--- src/rtl/dhc_pkg.sv ---
// ----------------------------------------------------------------------------
// dhc_pkg: shared types and constants of the detector hit calibrator
// Word layouts, register indexes, operation codes and energy constants.
// ----------------------------------------------------------------------------
package dhc_pkg;

   localparam int ARM_COUNT = 2;
   localparam int DIV_STEPS = 29;
   localparam int ENTRY_W = 56;

   localparam logic OP_HIT = 1'b0;
   localparam logic OP_LOAD = 1'b1;

   localparam logic [1:0] CSR_THRESHOLD = 2'd0;
   localparam logic [1:0] CSR_AMP_SCALE = 2'd1;
   localparam logic [1:0] CSR_TIME_SCALE = 2'd2;
   localparam logic [1:0] CSR_TIME_BASE = 2'd3;

   localparam logic [19:0] PED_MAX = 20'hFFFFF;
   localparam logic [30:0] PE_MAX = 31'h7FFFFFFF;

   localparam logic [7:0] E_COL_INNER = 8'd105;
   localparam logic [7:0] E_COL_OUTER = 8'd145;
   localparam logic [12:0] E_BASE_INNER = 13'd3008;
   localparam logic [12:0] E_SLOPE_INNER = 13'd26;
   localparam logic [12:0] E_BASE_OUTER = 13'd5740;
   localparam logic [12:0] E_SLOPE_OUTER = 13'd13;

   typedef struct packed {
      logic [19:0] threshold;
      logic [23:0] amp_scale;
      logic [15:0] time_scale;
      logic signed [23:0] time_base;
   } csr_type;

   typedef struct packed {
      logic bad;
      logic has_ped;
      logic [1:0] arm;
      logic [7:0] col;
      logic [18:0] integral;
      logic [15:0] ptime;
      logic [ENTRY_W-1:0] entry;
   } fitem_type;

   typedef struct packed {
      fitem_type f;
      logic [DIV_STEPS-1:0] quot;
   } qitem_type;

endpackage

--- src/rtl/dhc_back.sv ---
// ----------------------------------------------------------------------------
// dhc_back: arithmetic back end of the hit calibrator
// Pedestal subtraction, threshold, amplitude and time scaling, rough energy.
// ----------------------------------------------------------------------------
module dhc_back (
   input  logic                 clock,
   input  logic                 reset,
   input  dhc_pkg::csr_type     csr,
   input  logic                 q_valid,
   input  dhc_pkg::qitem_type   q_item,
   output logic                 q_pop,
   output logic                 empty,
   input  logic                 pop,
   output logic                 status,
   output logic [1:0]           hit_arm,
   output logic [7:0]           hit_column,
   output logic [19:0]          net_integral,
   output logic [30:0]          photoelectrons,
   output logic signed [31:0]   hit_time,
   output logic [12:0]          energy_mev
);

   logic badv, keep;
   logic [19:0] ped;
   logic signed [21:0] net;

   logic b1_valid_ff, b2_valid_ff, b3_valid_ff, o_valid_ff;
   logic b1_bad_ff, b2_bad_ff, b3_bad_ff;
   logic [1:0] b1_arm_ff, b2_arm_ff, b3_arm_ff;
   logic [7:0] b1_col_ff, b2_col_ff, b3_col_ff;
   logic [19:0] b1_net_ff, b2_net_ff, b3_net_ff;
   logic [15:0] b1_gain_ff, b2_gain_ff, b1_ptime_ff;
   logic signed [19:0] b1_off_ff;
   logic [43:0] b2_p1_ff;
   logic signed [20:0] b2_dt_ff;
   logic [37:0] b3_lo_ff, b3_hi_ff;
   logic signed [37:0] b3_t_ff;
   logic [59:0] pe_sum;
   logic [31:0] pe_full;
   logic [12:0] energy;

   logic o_status_ff;
   logic [1:0] o_arm_ff;
   logic [7:0] o_col_ff;
   logic [19:0] o_net_ff;
   logic [30:0] o_pe_ff;
   logic signed [31:0] o_time_ff;
   logic [12:0] o_energy_ff;

   assign badv = !o_valid_ff || pop;
   assign q_pop = badv && q_valid;

   always_comb begin
      if (q_item.f.has_ped) begin
         ped = (q_item.quot > {9'd0, dhc_pkg::PED_MAX}) ? dhc_pkg::PED_MAX
               : q_item.quot[19:0];
      end else begin
         ped = q_item.f.entry[19:0];
      end
      net = $signed({3'b000, q_item.f.integral}) - $signed({2'b00, ped});
      keep = q_item.f.bad || (net >= $signed({2'b00, csr.threshold}));
   end

   always_comb begin
      if (b3_col_ff >= 8'd1 && b3_col_ff <= dhc_pkg::E_COL_INNER) begin
         energy = dhc_pkg::E_BASE_INNER + 13'(b3_col_ff) * dhc_pkg::E_SLOPE_INNER;
      end else if (b3_col_ff > dhc_pkg::E_COL_INNER && b3_col_ff <= dhc_pkg::E_COL_OUTER) begin
         energy = dhc_pkg::E_BASE_OUTER
                  + 13'(b3_col_ff - dhc_pkg::E_COL_INNER) * dhc_pkg::E_SLOPE_OUTER;
      end else begin
         energy = '0;
      end
   end

   assign pe_sum = {b3_hi_ff, 22'd0} + {22'd0, b3_lo_ff};
   assign pe_full = pe_sum[59:28];

   always_ff @(posedge clock) begin
      if (reset) begin
         b1_valid_ff <= 1'b0;
         b2_valid_ff <= 1'b0;
         b3_valid_ff <= 1'b0;
         o_valid_ff <= 1'b0;
      end else if (badv) begin
         b1_valid_ff <= q_valid && keep;
         b2_valid_ff <= b1_valid_ff;
         b3_valid_ff <= b2_valid_ff;
         o_valid_ff <= b3_valid_ff;
      end
   end

   always_ff @(posedge clock) begin
      if (badv) begin
         b1_bad_ff <= q_item.f.bad;
         b1_arm_ff <= q_item.f.arm;
         b1_col_ff <= q_item.f.col;
         b1_net_ff <= net[19:0];
         b1_gain_ff <= q_item.f.entry[35:20];
         b1_off_ff <= $signed(q_item.f.entry[55:36]);
         b1_ptime_ff <= q_item.f.ptime;

         b2_bad_ff <= b1_bad_ff;
         b2_arm_ff <= b1_arm_ff;
         b2_col_ff <= b1_col_ff;
         b2_net_ff <= b1_net_ff;
         b2_gain_ff <= b1_gain_ff;
         b2_p1_ff <= b1_net_ff * csr.amp_scale;
         b2_dt_ff <= $signed({5'd0, b1_ptime_ff}) - $signed({b1_off_ff[19], b1_off_ff});

         b3_bad_ff <= b2_bad_ff;
         b3_arm_ff <= b2_arm_ff;
         b3_col_ff <= b2_col_ff;
         b3_net_ff <= b2_net_ff;
         b3_lo_ff <= b2_p1_ff[21:0] * b2_gain_ff;
         b3_hi_ff <= b2_p1_ff[43:22] * b2_gain_ff;
         b3_t_ff <= b2_dt_ff * $signed({1'b0, csr.time_scale});

         o_status_ff <= b3_bad_ff;
         o_arm_ff <= b3_arm_ff;
         o_col_ff <= b3_col_ff;
         if (b3_bad_ff) begin
            o_net_ff <= '0;
            o_pe_ff <= '0;
            o_time_ff <= '0;
            o_energy_ff <= '0;
         end else begin
            o_net_ff <= b3_net_ff;
            o_pe_ff <= pe_full[31] ? dhc_pkg::PE_MAX : pe_full[30:0];
            o_time_ff <= $signed({{2{b3_t_ff[37]}}, b3_t_ff[37:8]})
                         + $signed({{8{csr.time_base[23]}}, csr.time_base});
            o_energy_ff <= energy;
         end
      end
   end

   assign empty = !o_valid_ff;
   assign status = o_status_ff;
   assign hit_arm = o_arm_ff;
   assign hit_column = o_col_ff;
   assign net_integral = o_net_ff;
   assign photoelectrons = o_pe_ff;
   assign hit_time = o_time_ff;
   assign energy_mev = o_energy_ff;

`ifndef SYNTHESIS
   a_out_holds: assert property (@(posedge clock) disable iff (reset)
      !empty && !pop |=> !empty && $stable(o_pe_ff) && $stable(o_time_ff))
      else $error("result changed while waiting");
   a_bad_zero: assert property (@(posedge clock) disable iff (reset)
      !empty && status |-> net_integral == 20'd0 && energy_mev == 13'd0)
      else $error("status result carries data");
   a_pop_needs_room: assert property (@(posedge clock) disable iff (reset)
      q_pop |-> badv && q_valid) else $error("queue popped while stalled");
`endif

endmodule

--- config.mk ---
export PLATFORM = sky130hd
export DESIGN_NAME = dhc_back
export DESIGN_NICKNAME = d
export VERILOG_FILES = /design/src/rtl/dhc_pkg.sv /design/src/rtl/dhc_back.sv
export SDC_FILE = /design/constraint.sdc
export NUM_CORES = 2
export LEC_CHECK = 0
export BUFFER_PORTS_ARGS = -buffer_cell sky130_fd_sc_hd__buf_4
export CAP_MARGIN = 5
export CORE_ASPECT_RATIO = 0.8
export CORE_MARGIN = 3
export CORE_UTILIZATION = 40
export DETAILED_ROUTE_END_ITERATION = 10
export PLACE_DENSITY = 0.67
export SYNTH_ARGS = -nofsm -noshare
export SYNTH_HDL_FRONTEND = slang
export SYNTH_SLANG_ARGS = --single-unit
--- constraint.sdc ---
create_clock -name clock -period 17.8 [get_ports clock]
set_input_delay 1.78 -clock clock [delete_from_list [all_inputs] [get_ports clock]]
set_output_delay 1.78 -clock clock [all_outputs]
set_load 0.01 [all_outputs]
==> flow_summary.ini <==
[floorplanning]
die_area_sq_um = 178000
ios = 329
start_util_pct = 40.5
rows = 135
die_w_um = 470
die_y_um = 377
core_sq_um = 170000

[drt]
wl_um = 171000
wl_per_cell_um = 18.0
drt_iter0_drc = 3171
viasPerCell = 5.04
drc = 0
firstDrtPassIters = 8
dr_total_vias = 47784
ant_nets = 0

[worst_hold_path]
holdPathEnd = b2_gain_ff[10]
worstHoldPathType = reg2reg
min-delay-start = b1_gain_ff[10]
hold_depth = 0

[critical_path]
r2r_cells = 25
path_common_cell = fa_1
crit_type = in2reg
slowest_delay_ns = 0.56
crit_required_ns = 18.16
worst_path_max_delay_cell = fa_1
reg2reg_to = b2_p1_ff[43]
arrival_ns = 8.63
startpoint_type = input pin
reg2reg_from = b1_net_ff[11]
path_max_fanout = 20
reg2reg_slack_ns = 10.20
end_kind = flip-flop

[sta]
slew_violations = 0
finClkSkew_ns = 0.0218
finalSetupTns_ns = 0
timing.final.crit_period_ns = 8.27
max_freq_mhz = 121
setup_violations = 0
relSlewSlack_pct = 18.3
rsz0062_at_grt = no
worstMarginPinSlew_ns = 1.22
hold_viol = 0
finalHoldWorstSlack_ns = 0.407
post-route-period-util_pct = 46.5

[logic_synthesis]
ys_ff_latch = 420
yosys_warnings = 0
synth_largest_area_cell = fa_1
synth_ff_type = edfxtp_1
yosys.area.top_type_share_pct = 37.7
syn_area_sq_um = 69000
synth.top_cells.by_area = fa_1 (38%), edfxtp_1 (18%), ha_1 (11%), inv_1 (8.5%), and2_1 (5.6%)
synth_cells = 7042
synthArstFlopShare_pct = 0
syn-num-nets = 9186
yosysUniqueCellTypes = 86
avgSynthCellArea_sq_um = 9.80
ys_seq_area_share_pct = 18.2
synth_edf_count = 416

[place]
port_buffers = 328
place_congestion = 0.898
hpwlAfterDp_um = 133000

[cts]
path_clk_slew_ns = 0.06
cts_inserted_buffers = 50
cts_resized = 0
postCtsHoldBufs = 0
cts.sinks = 420
clk_latency_ns = 0.64
cts_max_path_buffers = 3
cts-root-buf = clkbuf_16
cts_tree = yes
htreeDepth = 2
cts_setup_buffers = 0

[global_route]
grt_util_met1_pct = 27.8
grt_pass1_vias = 51948
grt_max_degree = 74
grt_first_pass_wirelength_um = 281000
busiest_layer = met2
grtUsageMet2_pct = 31.0
grtUsageMet3_pct = 4.24
grt_antenna_before_repair = 3
overflow = 0
grt_use_total_pct = 19.7

[layout]
layout-drive-gt1-share_pct = 6.87
area.growth.synth_to_final_pct = 9.02
n_antenna_cell = 0
finalNetCount = 9326
utilization_pct = 44.2
layout_common_cells = inv_1 (1564), fa_1 (1298), nand2_1 (1016), ha_1 (626), and2_1 (614)
final_common_cell = inv_1

[run]
maxCapViolCount = 0

[status]
outcome = finished clean
## routing by layer
| metal | vias up | share of wire, % | wire length, um |
|---|---|---|---|
| met2 | 1712 | 45 | 76600 |
| met1 | 24124 | 45 | 76300 |
| met5 | - | 0.020 | 34 |
| li1 | 21693 | - | - |
| met4 | 6 | 2.4 | 4040 |
| met3 | 249 | 8.2 | 14000 |
## flip-flops by register name, summed over array words and instances, names as in the netlist, 20 cells and up
signal	flops
b2_net_ff	20
b3_t_ff	30
b3_net_ff	20
b2_dt_ff	21
net_integral	20
b1_off_ff	20
photoelectrons	31
b1_net_ff	20
b2_p1_ff	44
hit_time	31
b3_hi_ff	38
## cells by family after synthesis
kind of cell	synth area share [%]
muxes	0.0453
DFF	18.2
AOI/OAI and AO/OA	5.62
xor gates and xnor gates	2.83
and+or+nand+nor	14.1
adders and majority gates	49.0
buffers and inverters	10.1
## worst max-delay path: cells and delay by family
kind                       cells  cell delay [ns]
and+or+nand+nor                1             0.13
AOI/OAI and AO/OA              9             2.12
buffers and inverters          6             0.50
xor gates and xnor gates       1             0.14
adders and majority gates      8             3.94
## worst max-delay path by stage
stage,start,end,slack (ns),depth (start not counted)
after floorplan,pop,q_pop,1.68,3
after global placement,csr[50],b2_p1_ff[41],9.00,26
final,csr[47],b2_p1_ff[43],9.53,25
after detailed placement,csr[50],b2_p1_ff[43],8.98,26
after CTS,csr[50],b2_p1_ff[43],9.67,26
after global routing,csr[47],b2_p1_ff[43],9.23,25
## through the flow
stage | setup WS, ns | instance area [sq um] | std cells
2_1_floorplan | 1.68 | 69000 | 7042
5_1_grt | 9.23 | 75200 | 9483
6_report | 9.53 | 75200 | 9483
4_1_cts | 9.67 | 75200 | 9483
3_3_place_gp | 9.00 | 73600 | 9390
3_5_place_dp | 8.98 | 73600 | 9390
## synthesized netlist by cell type, drive strengths merged, types with 4 or more instances
master and instances:
a31o 10, o21ai 79, xor2 78, and3 24
a21o 92, buf 9, a211oi 23, edfxtp 416
fa 1298, o22ai 19, o31ai 6, nand2b 19
nor2b 49, a31oi 15, a41o 4, a211o 7
or2 6, nor3 40, clkbuf 284, inv 1564
and2 614, o21bai 27, a22oi 11, o211ai 13
o41ai 4, and4 7, o2111ai 5, a41oi 7
a21boi 12, a21oi 179, a311oi 6, dfxtp 4
or3 18, nand2 1016, o21a 33, o31a 5
nor3b 8, xnor2 145, nor2 166, nand4 14
ha 626, nand3 39
## cell type report
class / count / area (sq um)
Tap cell: 2260 / 2830
Timing Repair Buffer: 381 / 2860
Fill cell: 16174 / 95100
Inverter: 1564 / 5870
Sequential cell: 420 / 12600
Clock inverter: 33 / 360
Multi-Input combinational cell: 4765 / 49400
Clock buffer: 60 / 1290
Power is left out: the tool's default activity adds up to more than one toggle a clock period on the data nets, which glitch-free logic cannot reach.
